$ cat src/design/contour_segment_normal_offset_assert.svh
// ----------------------------------------------------------------------------
// Contour segment normal offset: assertion macros
// Concurrent assertion forms used by the top-level design file.
// ----------------------------------------------------------------------------
`ifndef CONTOUR_SEGMENT_NORMAL_OFFSET_ASSERT_SVH
`define CONTOUR_SEGMENT_NORMAL_OFFSET_ASSERT_SVH

// same-cycle implication
`define CSNO_ASSERT_IMP(name, clk, rstn, ante, cons, msg) \
  name: assert property (@(posedge clk) disable iff (!rstn) (ante) |-> (cons)) \
    else $error(msg);

// next-cycle implication
`define CSNO_ASSERT_NXT(name, clk, rstn, ante, cons, msg) \
  name: assert property (@(posedge clk) disable iff (!rstn) (ante) |=> (cons)) \
    else $error(msg);

`endif

$ cat src/design/csno_pkg.sv
// ----------------------------------------------------------------------------
// Contour segment normal offset: package
// Widths and beat types shared by the sequencer and its iterative units.
// ----------------------------------------------------------------------------
package csno_pkg;

  localparam int COORD_W   = 32;
  localparam int OFS_W     = 24;
  localparam int DIFF_W    = COORD_W + 1;
  localparam int SUM_W     = COORD_W + 3;
  localparam int NORM_LOW  = 29;
  localparam int MAG_W     = NORM_LOW + 1;
  localparam int PROD_W    = 2 * MAG_W;
  localparam int ACC_W     = PROD_W + 1;
  localparam int RAD_W     = PROD_W + 2;
  localparam int ROOT_W    = RAD_W / 2;
  localparam int REM_W     = ROOT_W + 2;
  localparam int QUO_W     = OFS_W + 2;
  localparam int NUM_W     = OFS_W + MAG_W + 2;
  localparam int DEN_W     = ROOT_W + 1;
  localparam int CNT_W     = 5;

  typedef struct packed {
    logic signed [COORD_W-1:0] point_x;
    logic signed [COORD_W-1:0] point_y;
    logic                      starts_contour;
  } in_t;

  typedef struct packed {
    logic signed [COORD_W-1:0] offset_x;
    logic signed [COORD_W-1:0] offset_y;
  } out_t;

endpackage

$ cat src/design/csno_isqrt.sv
// ----------------------------------------------------------------------------
// Contour segment normal offset: integer square root
// Digit-by-digit floor square root, one result bit per cycle.
// ----------------------------------------------------------------------------
module csno_isqrt (
  input  logic                          clk_i,
  input  logic                          rst_ni,
  input  logic                          start_i,
  input  logic [csno_pkg::RAD_W-1:0]    rad_i,
  output logic [csno_pkg::ROOT_W-1:0]   root_o,
  output logic                          done_o
);
  import csno_pkg::*;

  localparam int TRIAL_W = REM_W + 3;

  logic [RAD_W-1:0]   rad_q,  rad_d;
  logic [REM_W-1:0]   rem_q,  rem_d;
  logic [ROOT_W-1:0]  root_q, root_d;
  logic [CNT_W-1:0]   cnt_q,  cnt_d;
  logic               busy_q, busy_d;
  logic               done_q, done_d;
  logic [TRIAL_W-1:0] trial;

  assign trial = TRIAL_W'({rem_q, rad_q[RAD_W-1 -: 2]}) - TRIAL_W'({root_q, 2'b01});

  always_comb begin
    rad_d  = rad_q;
    rem_d  = rem_q;
    root_d = root_q;
    cnt_d  = cnt_q;
    busy_d = busy_q;
    done_d = 1'b0;
    if (start_i) begin
      rad_d  = rad_i;
      rem_d  = '0;
      root_d = '0;
      cnt_d  = CNT_W'(ROOT_W - 1);
      busy_d = 1'b1;
    end else if (busy_q) begin
      rad_d = {rad_q[RAD_W-3:0], 2'b00};
      if (!trial[TRIAL_W-1]) begin
        rem_d  = trial[REM_W-1:0];
        root_d = {root_q[ROOT_W-2:0], 1'b1};
      end else begin
        rem_d  = REM_W'({rem_q, rad_q[RAD_W-1 -: 2]});
        root_d = {root_q[ROOT_W-2:0], 1'b0};
      end
      cnt_d = cnt_q - CNT_W'(1);
      if (cnt_q == '0) begin
        busy_d = 1'b0;
        done_d = 1'b1;
      end
    end
  end

  always_ff @(posedge clk_i or negedge rst_ni) begin
    if (!rst_ni) begin
      cnt_q  <= '0;
      busy_q <= 1'b0;
      done_q <= 1'b0;
    end else begin
      cnt_q  <= cnt_d;
      busy_q <= busy_d;
      done_q <= done_d;
    end
  end

  always_ff @(posedge clk_i) begin
    rad_q  <= rad_d;
    rem_q  <= rem_d;
    root_q <= root_d;
  end

  assign root_o = root_q;
  assign done_o = done_q;

endmodule

$ cat src/design/csno_div.sv
// ----------------------------------------------------------------------------
// Contour segment normal offset: restoring divider
// Unsigned division, one quotient bit per cycle; the quotient is known to fit.
// ----------------------------------------------------------------------------
module csno_div (
  input  logic                         clk_i,
  input  logic                         rst_ni,
  input  logic                         start_i,
  input  logic [csno_pkg::NUM_W-1:0]   num_i,
  input  logic [csno_pkg::DEN_W-1:0]   den_i,
  output logic [csno_pkg::QUO_W-1:0]   quot_o,
  output logic                         done_o
);
  import csno_pkg::*;

  localparam int TRIAL_W = DEN_W + 2;

  logic [DEN_W-1:0]   den_q,  den_d;
  logic [DEN_W-1:0]   rem_q,  rem_d;
  logic [QUO_W-1:0]   low_q,  low_d;
  logic [CNT_W-1:0]   cnt_q,  cnt_d;
  logic               busy_q, busy_d;
  logic               done_q, done_d;
  logic [TRIAL_W-1:0] trial;

  assign trial = TRIAL_W'({rem_q, low_q[QUO_W-1]}) - TRIAL_W'(den_q);

  always_comb begin
    den_d  = den_q;
    rem_d  = rem_q;
    low_d  = low_q;
    cnt_d  = cnt_q;
    busy_d = busy_q;
    done_d = 1'b0;
    if (start_i) begin
      den_d  = den_i;
      rem_d  = DEN_W'(num_i[NUM_W-1:QUO_W]);
      low_d  = num_i[QUO_W-1:0];
      cnt_d  = CNT_W'(QUO_W - 1);
      busy_d = 1'b1;
    end else if (busy_q) begin
      if (!trial[TRIAL_W-1]) begin
        rem_d = trial[DEN_W-1:0];
        low_d = {low_q[QUO_W-2:0], 1'b1};
      end else begin
        rem_d = {rem_q[DEN_W-2:0], low_q[QUO_W-1]};
        low_d = {low_q[QUO_W-2:0], 1'b0};
      end
      cnt_d = cnt_q - CNT_W'(1);
      if (cnt_q == '0) begin
        busy_d = 1'b0;
        done_d = 1'b1;
      end
    end
  end

  always_ff @(posedge clk_i or negedge rst_ni) begin
    if (!rst_ni) begin
      cnt_q  <= '0;
      busy_q <= 1'b0;
      done_q <= 1'b0;
    end else begin
      cnt_q  <= cnt_d;
      busy_q <= busy_d;
      done_q <= done_d;
    end
  end

  always_ff @(posedge clk_i) begin
    den_q <= den_d;
    rem_q <= rem_d;
    low_q <= low_d;
  end

  assign quot_o = low_q;
  assign done_o = done_q;

endmodule

$ cat src/design/contour_segment_normal_offset.sv
// Segment point: magnitudes are normalised by 0 to 29 shifts before the square root.
// One segment point at a time; the next is taken when the result sits in the output register.
// Each segment passes the 31-step square root and two 26-step passes through one divider.
// Contour-start points only load the stored point; zero-length segments return to idle unprocessed.
// Reset clears the offset distance, the stored-point flag and both handshakes.
// ----------------------------------------------------------------------------
// Contour segment normal offset: top level
// Sequencer around one multiplier, a square root unit and a divider that
// offsets each segment midpoint along its unit normal.
// ----------------------------------------------------------------------------
`include "contour_segment_normal_offset_assert.svh"

module contour_segment_normal_offset (
  input  logic                            clk_i,
  input  logic                            rst_ni,
  input  logic                            cfg_we_i,
  input  logic signed [csno_pkg::OFS_W-1:0] cfg_wdata_i,
  input  logic                            in_valid_i,
  output logic                            in_stall_o,
  input  csno_pkg::in_t                   in_data_i,
  output logic                            out_valid_o,
  input  logic                            out_stall_i,
  output csno_pkg::out_t                  out_data_o
);
  import csno_pkg::*;

  typedef enum logic [12:0] {
    S_IDLE  = 13'b0000000000001,
    S_ABS   = 13'b0000000000010,
    S_NORM  = 13'b0000000000100,
    S_SQX   = 13'b0000000001000,
    S_SQY   = 13'b0000000010000,
    S_SUM   = 13'b0000000100000,
    S_ROOT  = 13'b0000001000000,
    S_RWAIT = 13'b0000010000000,
    S_MUL   = 13'b0000100000000,
    S_NUM   = 13'b0001000000000,
    S_DIV   = 13'b0010000000000,
    S_DWAIT = 13'b0100000000000,
    S_FIN   = 13'b1000000000000
  } state_e;

  localparam logic signed [SUM_W-1:0] SAT_HI = SUM_W'(2**(COORD_W-1) - 1);
  localparam logic signed [SUM_W-1:0] SAT_LO = -SAT_HI - SUM_W'(1);

  function automatic logic signed [COORD_W-1:0] finish(input logic signed [SUM_W-1:0] h);
    logic signed [SUM_W-1:0] q;
    q = h >>> 1;
    if (q > SAT_HI) begin
      q = SAT_HI;
    end else if (q < SAT_LO) begin
      q = SAT_LO;
    end
    return q[COORD_W-1:0];
  endfunction

  state_e                    state_q, state_d;
  logic                      have_prior_q, have_prior_d;
  logic [OFS_W-1:0]          ad_q;
  logic                      ofs_neg_q;
  logic signed [COORD_W-1:0] prior_x_q, prior_x_d, prior_y_q, prior_y_d;
  logic signed [DIFF_W-1:0]  dx_q, dx_d, dy_q, dy_d;
  logic [DIFF_W-1:0]         ax_q, ax_d, ay_q, ay_d;
  logic                      sx_q, sx_d, sy_q, sy_d;
  logic signed [SUM_W-1:0]   hx_q, hx_d, hy_q, hy_d;
  logic [PROD_W-1:0]         prod_q, prod_d;
  logic [ACC_W-1:0]          acc_q, acc_d;
  logic [ROOT_W-1:0]         len_q, len_d;
  logic [NUM_W-1:0]          num_q, num_d;
  logic                      sel_q, sel_d;
  out_t                      out_q, out_d;
  logic                      out_valid_q, out_valid_d;

  logic                      in_take;
  logic                      fin_go;
  logic [MAG_W-1:0]          op_a, op_b;
  logic [PROD_W-1:0]         mul;
  logic                      sqrt_start, sqrt_done;
  logic [ROOT_W-1:0]         sqrt_root;
  logic                      div_start, div_done;
  logic [QUO_W-1:0]          div_quot;
  logic [DIFF_W-1:0]         ab_or;
  logic signed [SUM_W-1:0]   cmag, comp, hsel, hnew;
  logic                      cneg;

  assign in_stall_o = (state_q != S_IDLE);
  assign in_take    = in_valid_i && !in_stall_o;
  assign fin_go     = !out_valid_q || !out_stall_i;
  assign ab_or      = ax_q | ay_q;

  // shared multiplier
  always_comb begin
    case (state_q)
      S_SQX:   op_a = ax_q[MAG_W-1:0];
      S_SQY:   op_a = ay_q[MAG_W-1:0];
      default: op_a = sel_q ? ax_q[MAG_W-1:0] : ay_q[MAG_W-1:0];
    endcase
    op_b = (state_q == S_SQX || state_q == S_SQY) ? op_a : MAG_W'(ad_q);
  end
  assign mul = op_a * op_b;

  assign sqrt_start = (state_q == S_ROOT);
  assign div_start  = (state_q == S_DIV);

  assign cmag = signed'(SUM_W'(div_quot));
  assign cneg = sel_q ? !(ofs_neg_q ^ sx_q) : (ofs_neg_q ^ sy_q);
  assign comp = cneg ? -cmag : cmag;
  assign hsel = sel_q ? hy_q : hx_q;
  assign hnew = hsel + comp + SUM_W'(1);

  always_comb begin
    state_d      = state_q;
    have_prior_d = have_prior_q;
    prior_x_d    = prior_x_q;
    prior_y_d    = prior_y_q;
    dx_d         = dx_q;
    dy_d         = dy_q;
    ax_d         = ax_q;
    ay_d         = ay_q;
    sx_d         = sx_q;
    sy_d         = sy_q;
    hx_d         = hx_q;
    hy_d         = hy_q;
    prod_d       = prod_q;
    acc_d        = acc_q;
    len_d        = len_q;
    num_d        = num_q;
    sel_d        = sel_q;
    out_d        = out_q;
    out_valid_d  = out_valid_q && out_stall_i;
    case (state_q)
      S_IDLE: begin
        if (in_take) begin
          prior_x_d    = in_data_i.point_x;
          prior_y_d    = in_data_i.point_y;
          have_prior_d = 1'b1;
          if (have_prior_q && !in_data_i.starts_contour) begin
            dx_d    = DIFF_W'(in_data_i.point_x) - DIFF_W'(prior_x_q);
            dy_d    = DIFF_W'(in_data_i.point_y) - DIFF_W'(prior_y_q);
            hx_d    = SUM_W'(in_data_i.point_x) + SUM_W'(prior_x_q);
            hy_d    = SUM_W'(in_data_i.point_y) + SUM_W'(prior_y_q);
            state_d = S_ABS;
          end
        end
      end
      S_ABS: begin
        ax_d = dx_q[DIFF_W-1] ? DIFF_W'(-dx_q) : DIFF_W'(dx_q);
        ay_d = dy_q[DIFF_W-1] ? DIFF_W'(-dy_q) : DIFF_W'(dy_q);
        sx_d = dx_q[DIFF_W-1];
        sy_d = dy_q[DIFF_W-1];
        if (dx_q == '0 && dy_q == '0) begin
          state_d = S_IDLE;
        end else begin
          state_d = S_NORM;
        end
      end
      S_NORM: begin
        if (ab_or[DIFF_W-1:MAG_W] != '0) begin
          ax_d = ax_q >> 1;
          ay_d = ay_q >> 1;
        end else if (!ab_or[NORM_LOW]) begin
          ax_d = ax_q << 1;
          ay_d = ay_q << 1;
        end else begin
          state_d = S_SQX;
        end
      end
      S_SQX: begin
        prod_d  = mul;
        state_d = S_SQY;
      end
      S_SQY: begin
        prod_d  = mul;
        acc_d   = ACC_W'(prod_q);
        state_d = S_SUM;
      end
      S_SUM: begin
        acc_d   = acc_q + ACC_W'(prod_q);
        state_d = S_ROOT;
      end
      S_ROOT: begin
        state_d = S_RWAIT;
      end
      S_RWAIT: begin
        if (sqrt_done) begin
          len_d   = sqrt_root;
          sel_d   = 1'b0;
          state_d = S_MUL;
        end
      end
      S_MUL: begin
        prod_d  = mul;
        state_d = S_NUM;
      end
      S_NUM: begin
        num_d   = {prod_q[NUM_W-3:0], 2'b00} + NUM_W'(len_q);
        state_d = S_DIV;
      end
      S_DIV: begin
        state_d = S_DWAIT;
      end
      S_DWAIT: begin
        if (div_done) begin
          if (sel_q) begin
            hy_d    = hnew;
            state_d = S_FIN;
          end else begin
            hx_d    = hnew;
            sel_d   = 1'b1;
            state_d = S_MUL;
          end
        end
      end
      S_FIN: begin
        if (fin_go) begin
          out_d.offset_x = finish(hx_q);
          out_d.offset_y = finish(hy_q);
          out_valid_d    = 1'b1;
          state_d        = S_IDLE;
        end
      end
      default: begin
        state_d = S_IDLE;
      end
    endcase
  end

  always_ff @(posedge clk_i or negedge rst_ni) begin
    if (!rst_ni) begin
      state_q      <= S_IDLE;
      have_prior_q <= 1'b0;
      out_valid_q  <= 1'b0;
      ad_q         <= '0;
      ofs_neg_q    <= 1'b0;
    end else begin
      state_q      <= state_d;
      have_prior_q <= have_prior_d;
      out_valid_q  <= out_valid_d;
      if (cfg_we_i) begin
        ad_q      <= cfg_wdata_i[OFS_W-1] ? OFS_W'(-cfg_wdata_i) : OFS_W'(cfg_wdata_i);
        ofs_neg_q <= cfg_wdata_i[OFS_W-1];
      end
    end
  end

  always_ff @(posedge clk_i) begin
    prior_x_q <= prior_x_d;
    prior_y_q <= prior_y_d;
    dx_q      <= dx_d;
    dy_q      <= dy_d;
    ax_q      <= ax_d;
    ay_q      <= ay_d;
    sx_q      <= sx_d;
    sy_q      <= sy_d;
    hx_q      <= hx_d;
    hy_q      <= hy_d;
    prod_q    <= prod_d;
    acc_q     <= acc_d;
    len_q     <= len_d;
    num_q     <= num_d;
    sel_q     <= sel_d;
    out_q     <= out_d;
  end

  csno_isqrt u_isqrt (
    .clk_i   (clk_i),
    .rst_ni  (rst_ni),
    .start_i (sqrt_start),
    .rad_i   (RAD_W'(acc_q)),
    .root_o  (sqrt_root),
    .done_o  (sqrt_done)
  );

  csno_div u_div (
    .clk_i   (clk_i),
    .rst_ni  (rst_ni),
    .start_i (div_start),
    .num_i   (num_q),
    .den_i   ({len_q, 1'b0}),
    .quot_o  (div_quot),
    .done_o  (div_done)
  );

  assign out_valid_o = out_valid_q;
  assign out_data_o  = out_q;

  `CSNO_ASSERT_NXT(a_start_loads_only, clk_i, rst_ni,
    in_take && (in_data_i.starts_contour || !have_prior_q),
    state_q == S_IDLE && have_prior_q, "contour start point left idle")
  `CSNO_ASSERT_IMP(a_norm_range, clk_i, rst_ni, state_q == S_SQX,
    ab_or[DIFF_W-1:MAG_W] == '0 && ab_or[NORM_LOW], "magnitudes not normalised")
  `CSNO_ASSERT_IMP(a_root_range, clk_i, rst_ni, sqrt_done,
    state_q == S_RWAIT && sqrt_root[ROOT_W-1:NORM_LOW] != '0, "square root out of step")
  `CSNO_ASSERT_IMP(a_div_owner, clk_i, rst_ni, div_done,
    state_q == S_DWAIT, "divider finished outside its wait")
  `CSNO_ASSERT_IMP(a_out_from_fin, clk_i, rst_ni, $rose(out_valid_q),
    $past(state_q) == S_FIN, "result beat not from final step")

endmodule
$ cat config.mk
export PLATFORM = sky130hd
export DESIGN_NAME = contour_segment_normal_offset
export DESIGN_NICKNAME = d
export VERILOG_FILES = /design/src/design/csno_pkg.sv /design/src/design/csno_isqrt.sv /design/src/design/csno_div.sv /design/src/design/contour_segment_normal_offset.sv
export VERILOG_INCLUDE_DIRS = /design/src /design/src/design
export SDC_FILE = /design/constraint.sdc
export NUM_CORES = 2
export LEC_CHECK = 0
export BUFFER_PORTS_ARGS = -buffer_cell sky130_fd_sc_hd__buf_2
export CAP_MARGIN = 40
export CORE_MARGIN = 8
export CORE_UTILIZATION = 55
export DETAILED_ROUTE_END_ITERATION = 6
export GPL_TIMING_DRIVEN = 0
export PLACE_DENSITY = 0.77
export SYNTH_ARGS = -nofsm -noshare
export SYNTH_HDL_FRONTEND = slang
export SYNTH_SLANG_ARGS = --single-unit
$ cat constraint.sdc
create_clock -name clk_i -period 12.6 [get_ports clk_i]
set_clock_uncertainty 0.2 [all_clocks]
set_input_delay 1.26 -clock clk_i [delete_from_list [all_inputs] [get_ports clk_i]]
set_output_delay 1.26 -clock clk_i [all_outputs]
set_load 0.01 [all_outputs]
# Yosys cells after proc, flatten, opt, wreduce, memory -nomap -nowiden
# Cells that the tools add are included.
totals:
  memories: 0
  input_bits: 94
  latchBits: 0
  wordCells: 185
  out_inout_bits: 66
  rom_bits: 0
  regBits: 810
  ram_bits: 0
op_classes:
  n_addsub: 16
  n_div: 0
  mux: 69
  bitwise_logic: 3
  shift: 0
  n_mul: 1
  reduce_logical: 32
  eq_ne: 24
  magnitude_cmp: 4
op_table:
  columns: ["operator", "count"]
  rows:
  - ["2-to-1 mux 35 bit", 10]
  - ["2-to-1 mux 33 bit", 7]
  - ["case mux 13 bit (13 select lines)", 1]
  - ["case mux 35 bit (2 select lines)", 2]
  - ["case mux 33 bit (2 select lines)", 2]
  - ["2-to-1 mux 61 bit", 2]
  - ["case mux 61 bit (2 select lines)", 1]
  - ["2-to-1 mux 30 bit", 4]
  - ["2-to-1 mux 13 bit", 8]
  - ["2-to-1 mux 32 bit", 3]
  - ["> comparator 34 x 32 -> 1 bit (second input constant)", 2]
  - ["< comparator 34 x 32 -> 1 bit (second input constant)", 2]
  - ["adder 32 x 32 -> 33 bit", 2]
  - ["logical NOT 33 bit", 2]
  - ["negation 33 bit", 2]
  - ["subtractor 32 x 32 -> 33 bit", 2]
  - ["adder 61 x 60 -> 61 bit", 1]
  - ["multiplier 30 x 30 -> 60 bit", 1]
  - ["case mux 30 bit (2 select lines)", 1]
  - ["adder 56 x 31 -> 56 bit", 1]
  - ["2-to-1 mux 26 bit", 2]
  - ["subtractor 35 x 33 -> 36 bit", 1]
  - ["adder 35 x 2 -> 35 bit (second input constant)", 1]
  - ["adder 35 bit", 1]
  - ["other kinds (39)", 88]

# Depth between registers and ports, before layout
depth:
  word_depth: 9
  depth_mapped: 40
  depth_no_buf: 35

# Hierarchy
# Synthesis repeated with hierarchy kept, for this count alone.
unflattened:
  cells_unflattened: 8548
  area_unflattened_um2: 80213.2
modules_own_cells:
  columns: ["module", "area_per_inst_um2", "seq_area_each_um2", "cells_each", "n_inst"]
  rows:
  - ["contour_segment_normal_offset", 66842.9, 17247.8, 7265, 1]
  - ["csno_isqrt", 7484.7, 3318.2, 737, 1]
  - ["csno_div", 5885.6, 2857.7, 546, 1]

# Worst setup path before layout
# OpenSTA, ideal clock, no wires.
synth_timing:
  path_kind: "register to register"
  from: "reg state_q[6]"
  to: "reg prod_q[57], data pin"
  setup_time_ns: 0.259
  path_buffers: 5
  period_less_slack_ns: 9.949
  required_ns: 12.141
  path_slack_ns: 2.651
  t_arrival_ns: 9.490
  path_stages_with_launch: 36
  path_cell_list: "dfrtp_1 clkbuf_1 nor4_1 nand2_1 nor4_1 and3b_1 nor2_1 nor2_1 buf_2 buf_2 mux2i_1 buf_2 nor2_1 fa_1 fa_1 fa_1 inv_1 fa_1 inv_1 fa_1 fa_1 fa_1 inv_1 fa_1 inv_1 ha_1 clkbuf_1 and2_1 nand3_1 o41a_1 o31ai_2 a31oi_1 o31ai_2 nand3_1 a211o_1 a211o_1"
synth_between:
  elab_chain_len: 4
  word_cells_on_any_way: 6
  cone_classes: "mul (1); eq/ne (2); mux (2); reduce/logical (1)"
synth_lines:
  columns: ["item", "line_no", "text"]
  rows:
  - ["start, declared", "contour_segment_normal_offset.sv:57", "state_e state_q, state_d;"]
  - ["start signal, assigned", "contour_segment_normal_offset.sv:236", "state_q <= state_d;"]
  - ["equality test 13 x 5 -> 1 bit / equality test 13 x 4 -> 1 bit (equally long branches)", "contour_segment_normal_offset.sv:93, contour_segment_normal_offset.sv:98", null]
  - ["case mux 30 bit (2 select lines) / logical OR 1 bit (equally long branches)", "contour_segment_normal_offset.sv:93, contour_segment_normal_offset.sv:98", null]
  - ["2-to-1 mux 30 bit", "contour_segment_normal_offset.sv:98", "op_b = (state_q == S_SQX || state_q == S_SQY) ? op_a : MAG_W'(ad_q);"]
  - ["multiplier 30 x 30 -> 60 bit *", "contour_segment_normal_offset.sv:100", "assign mul = op_a * op_b;"]
  - ["named net mul[57]", "contour_segment_normal_offset.sv:77", "logic [PROD_W-1:0] mul;"]
  - ["end signal, assigned", "contour_segment_normal_offset.sv:257", "prod_q <= prod_d;"]
  - ["end, declared", "contour_segment_normal_offset.sv:66", "logic [PROD_W-1:0] prod_q, prod_d;"]
# The timed path passes the listed nets; every way through them passes the cells marked *.
# A chain may end at the register's enable or synchronous reset.

# Worst setup path after layout
layout_timing:
  from: "reg state_q[6]"
  to: "reg prod_q[58], data pin"
# The elaborated chain is that of the path after synthesis.

==> reports/qor.csv <==
metric,value,unit
cts-buffers-inserted,91,
grt_pass1_wl,429000,um
syn_area,0.0794,sq mm
row_count,139,
final_cell_area,0.0876,sq mm
drive_gt1_frac,0.0794,
die_y,396,um
arrival,12.61,ns
synth-compound-area-share,0.123,
rr_worst_depth,36,
hold_depth,1,
grt.total_usage,0.366,
drv_slew,0,
placed_cells,10792,
ys_seq_elements,810,
io_pins,160,
clock_latency,0.74,ns
vias,66754,
r2r_start,state_q[6],
ant_nets,0,
path_depth,36,
clkTransAtPathRegs,0.06,ns
place_area,0.0841,sq mm
htreeDepth,3,
clock_path_buffers,3,
syn_inst,8628,
tightest_slew,1.04,ns
synth_xor_area_frac,0.0508,
min_path_type,reg2reg,
fillers,12342,
multi_input_area,0.0507,sq mm
cts_tree,yes,
final_nets,10438,
outcome,"finished, final reports clean",
seq_area,0.0234,sq mm
rsz0062_at_grt,false,
wl_met1,119000,um
cp_slowest_stage_delay,0.73,ns
worst-path-max-fanout,10,
cp_slowest_cell,fa_1,
worst_path_most_repeated_cell,fa_1,
setup_violations,0,
fin_crit_sh,0.985,
detail_route.vias_per_cell,6.08,
cts_num_sinks,810,
synthMuxAreaShare,0.0221,
min_to,have_prior_q,
grt_max_degree,65,
cts_resized,3,
synthAdderAreaFrac,0.288,
maxCapViolations,0,
post-route-min-period,12.41,ns
grt_pass1_vias,65856,
worst_slack,0.194,ns
yosysSeqAreaShare,0.294,
setup_tns,0,ns
drc,0,
ctsHoldBuffers,0,
fp.coreArea,0.143,sq mm
areaGrowthSynthToFinish,10.2,%
end_kind,flop,
cp_top_family,adder cells,
fp.dieW,396,um
critPathBufInv,11,
drt_iter0_drc,7230,
required,12.81,ns
synth-main-ff-cell,edfxtp_1,
avgSynthCellArea,9.21,sq um
r2r_end,prod_q[58],
rrSetupSlack,0.19,ns
async_flop_share,0.0667,
start_util,0.554,
hpwlAfterDp,238000,um
hold_viol,0,
synth_edf_count,689,
post-cts-setup-buffer-count,0,
overflow,0,
instances_no_fill,10973,
critPathKind,reg2reg,
yosysWarnings,0,
min_from,have_prior_q,
dieArea,0.157,sq mm
clock-root-buffer,clkbuf_16,
routed_wirelength,294000,um
synth-simple-area-share,0.150,
fmax,80.6,MHz
slew_headroom,0.304,
port_buffers,158,
firstDrtPassIters,7,
wl_met2,123000,um
pre_cts_ws,-0.197,ns
avgRoutedWirePerCell,26.8,um
synth_top_family_by_area,adder cells,
ys_types,88,
top_layer,met5,
cp-start-kind,flop,
met3_length,34000,um
gp_congestion,1.03,
grt_antenna_before_repair,14,
syn_nets,10080,
-- metal layers --
layer / global-route usage / vias to the layer above
met5: 0 / -
met2: 0.539 / 3644
met1: 0.496 / 32829
li1: - / 29478
met3: 0.104 / 797
met4: 0.184 / 6
-- cells by family after synthesis --
group / after synthesis
compound gates: 1555
flops: 810
buf+inv: 1489
simple gates: 2789
fa+ha+maj: 1358
xor+xnor: 461
mux: 166
-- synth_stat cells, drive strengths merged (53+ instances only) --
cell / number / area share
xnor2: 312 / 0.034
o31ai: 65 / 0.0063
nand2b: 58 / 0.0046
edfxtp: 689 / 0.26
dfxtp: 67 / 0.017
o21bai: 63 / 0.0060
dfrtp: 53 / 0.017
a21oi: 525 / 0.033
a31oi: 103 / 0.0081
nand2: 1065 / 0.050
xor2: 149 / 0.016
a21o: 131 / 0.012
mux2i: 90 / 0.011
inv: 1091 / 0.052
nand3: 79 / 0.0050
ha: 570 / 0.090
fa: 788 / 0.20
clkbuf: 301 / 0.014
mux2: 76 / 0.011
buf: 96 / 0.0060
nor2: 1144 / 0.054
o21ai: 329 / 0.021
nor3: 91 / 0.0057
-- placed cells by master, fill, tap and decap left out, types with 46 or more instances in the layout --
master	count
o31ai_1	62
nand3_1	79
and3_1	48
clkbuf_16	96
nand2_1	1061
edfxtp_1	689
mux2_2	76
clkbuf_1	292
o21bai_1	63
buf_2	257
a21o_1	131
fa_1	788
inv_1	1087
nor2_1	1142
mux2i_1	67
nor3_1	91
o21ai_0	326
ha_1	570
nand2b_1	56
buf_6	49
xor2_1	149
a31oi_1	103
a21oi_1	523
dfrtp_1	53
xnor2_1	309
dfxtp_1	67
nor2b_1	46
-- stage by stage --
step | hold slack [ns] | util
after detailed placement | 0.258 | 0.586
final | 0.272 | 0.610
after CTS | 0.273 | 0.609
after global routing | 0.296 | 0.610
after floorplan | 0.221 | -
after global placement | 0.244 | 0.576
-- registers in the layout, indices dropped and copies added, names as in the netlist, 33 cells and up --
signal / cells
hx_q: 35
dy_q: 33
hy_q: 35
ax_q: 33
acc_q: 61
prod_q: 60
num_q: 56
ay_q: 33
dx_q: 33
out_data_o: 64
u_isqrt.rem_q: 33
u_isqrt.rad_q: 62
-- area by class of cell --
type                    count  area share
diodes                      7    0.000200
plain buffers             395      0.0185
multi-input cells        6329       0.578
repair buffers            267      0.0241
clock inverters            59     0.00882
flip-flops and latches    810       0.267
well taps                1903      0.0272
inverters                1092      0.0469
clock buffers             111      0.0289
-- worst max path at each step --
stage | slack, ns | startpoint | to
2_1_floorplan | 2.65 | state_q[6] | prod_q[57]
5_1_grt | 0.03 | state_q[6] | prod_q[58]
6_report | 0.19 | state_q[6] | prod_q[58]
4_1_cts | 0.05 | state_q[6] | prod_q[56]
3_5_place_dp | -0.20 | state_q[6] | prod_q[59]
3_3_place_gp | -1.09 | state_q[6] | prod_q[56]
Power is not shown: default switching activity piles up to over one toggle a cycle in this logic, so the estimate is an artifact.
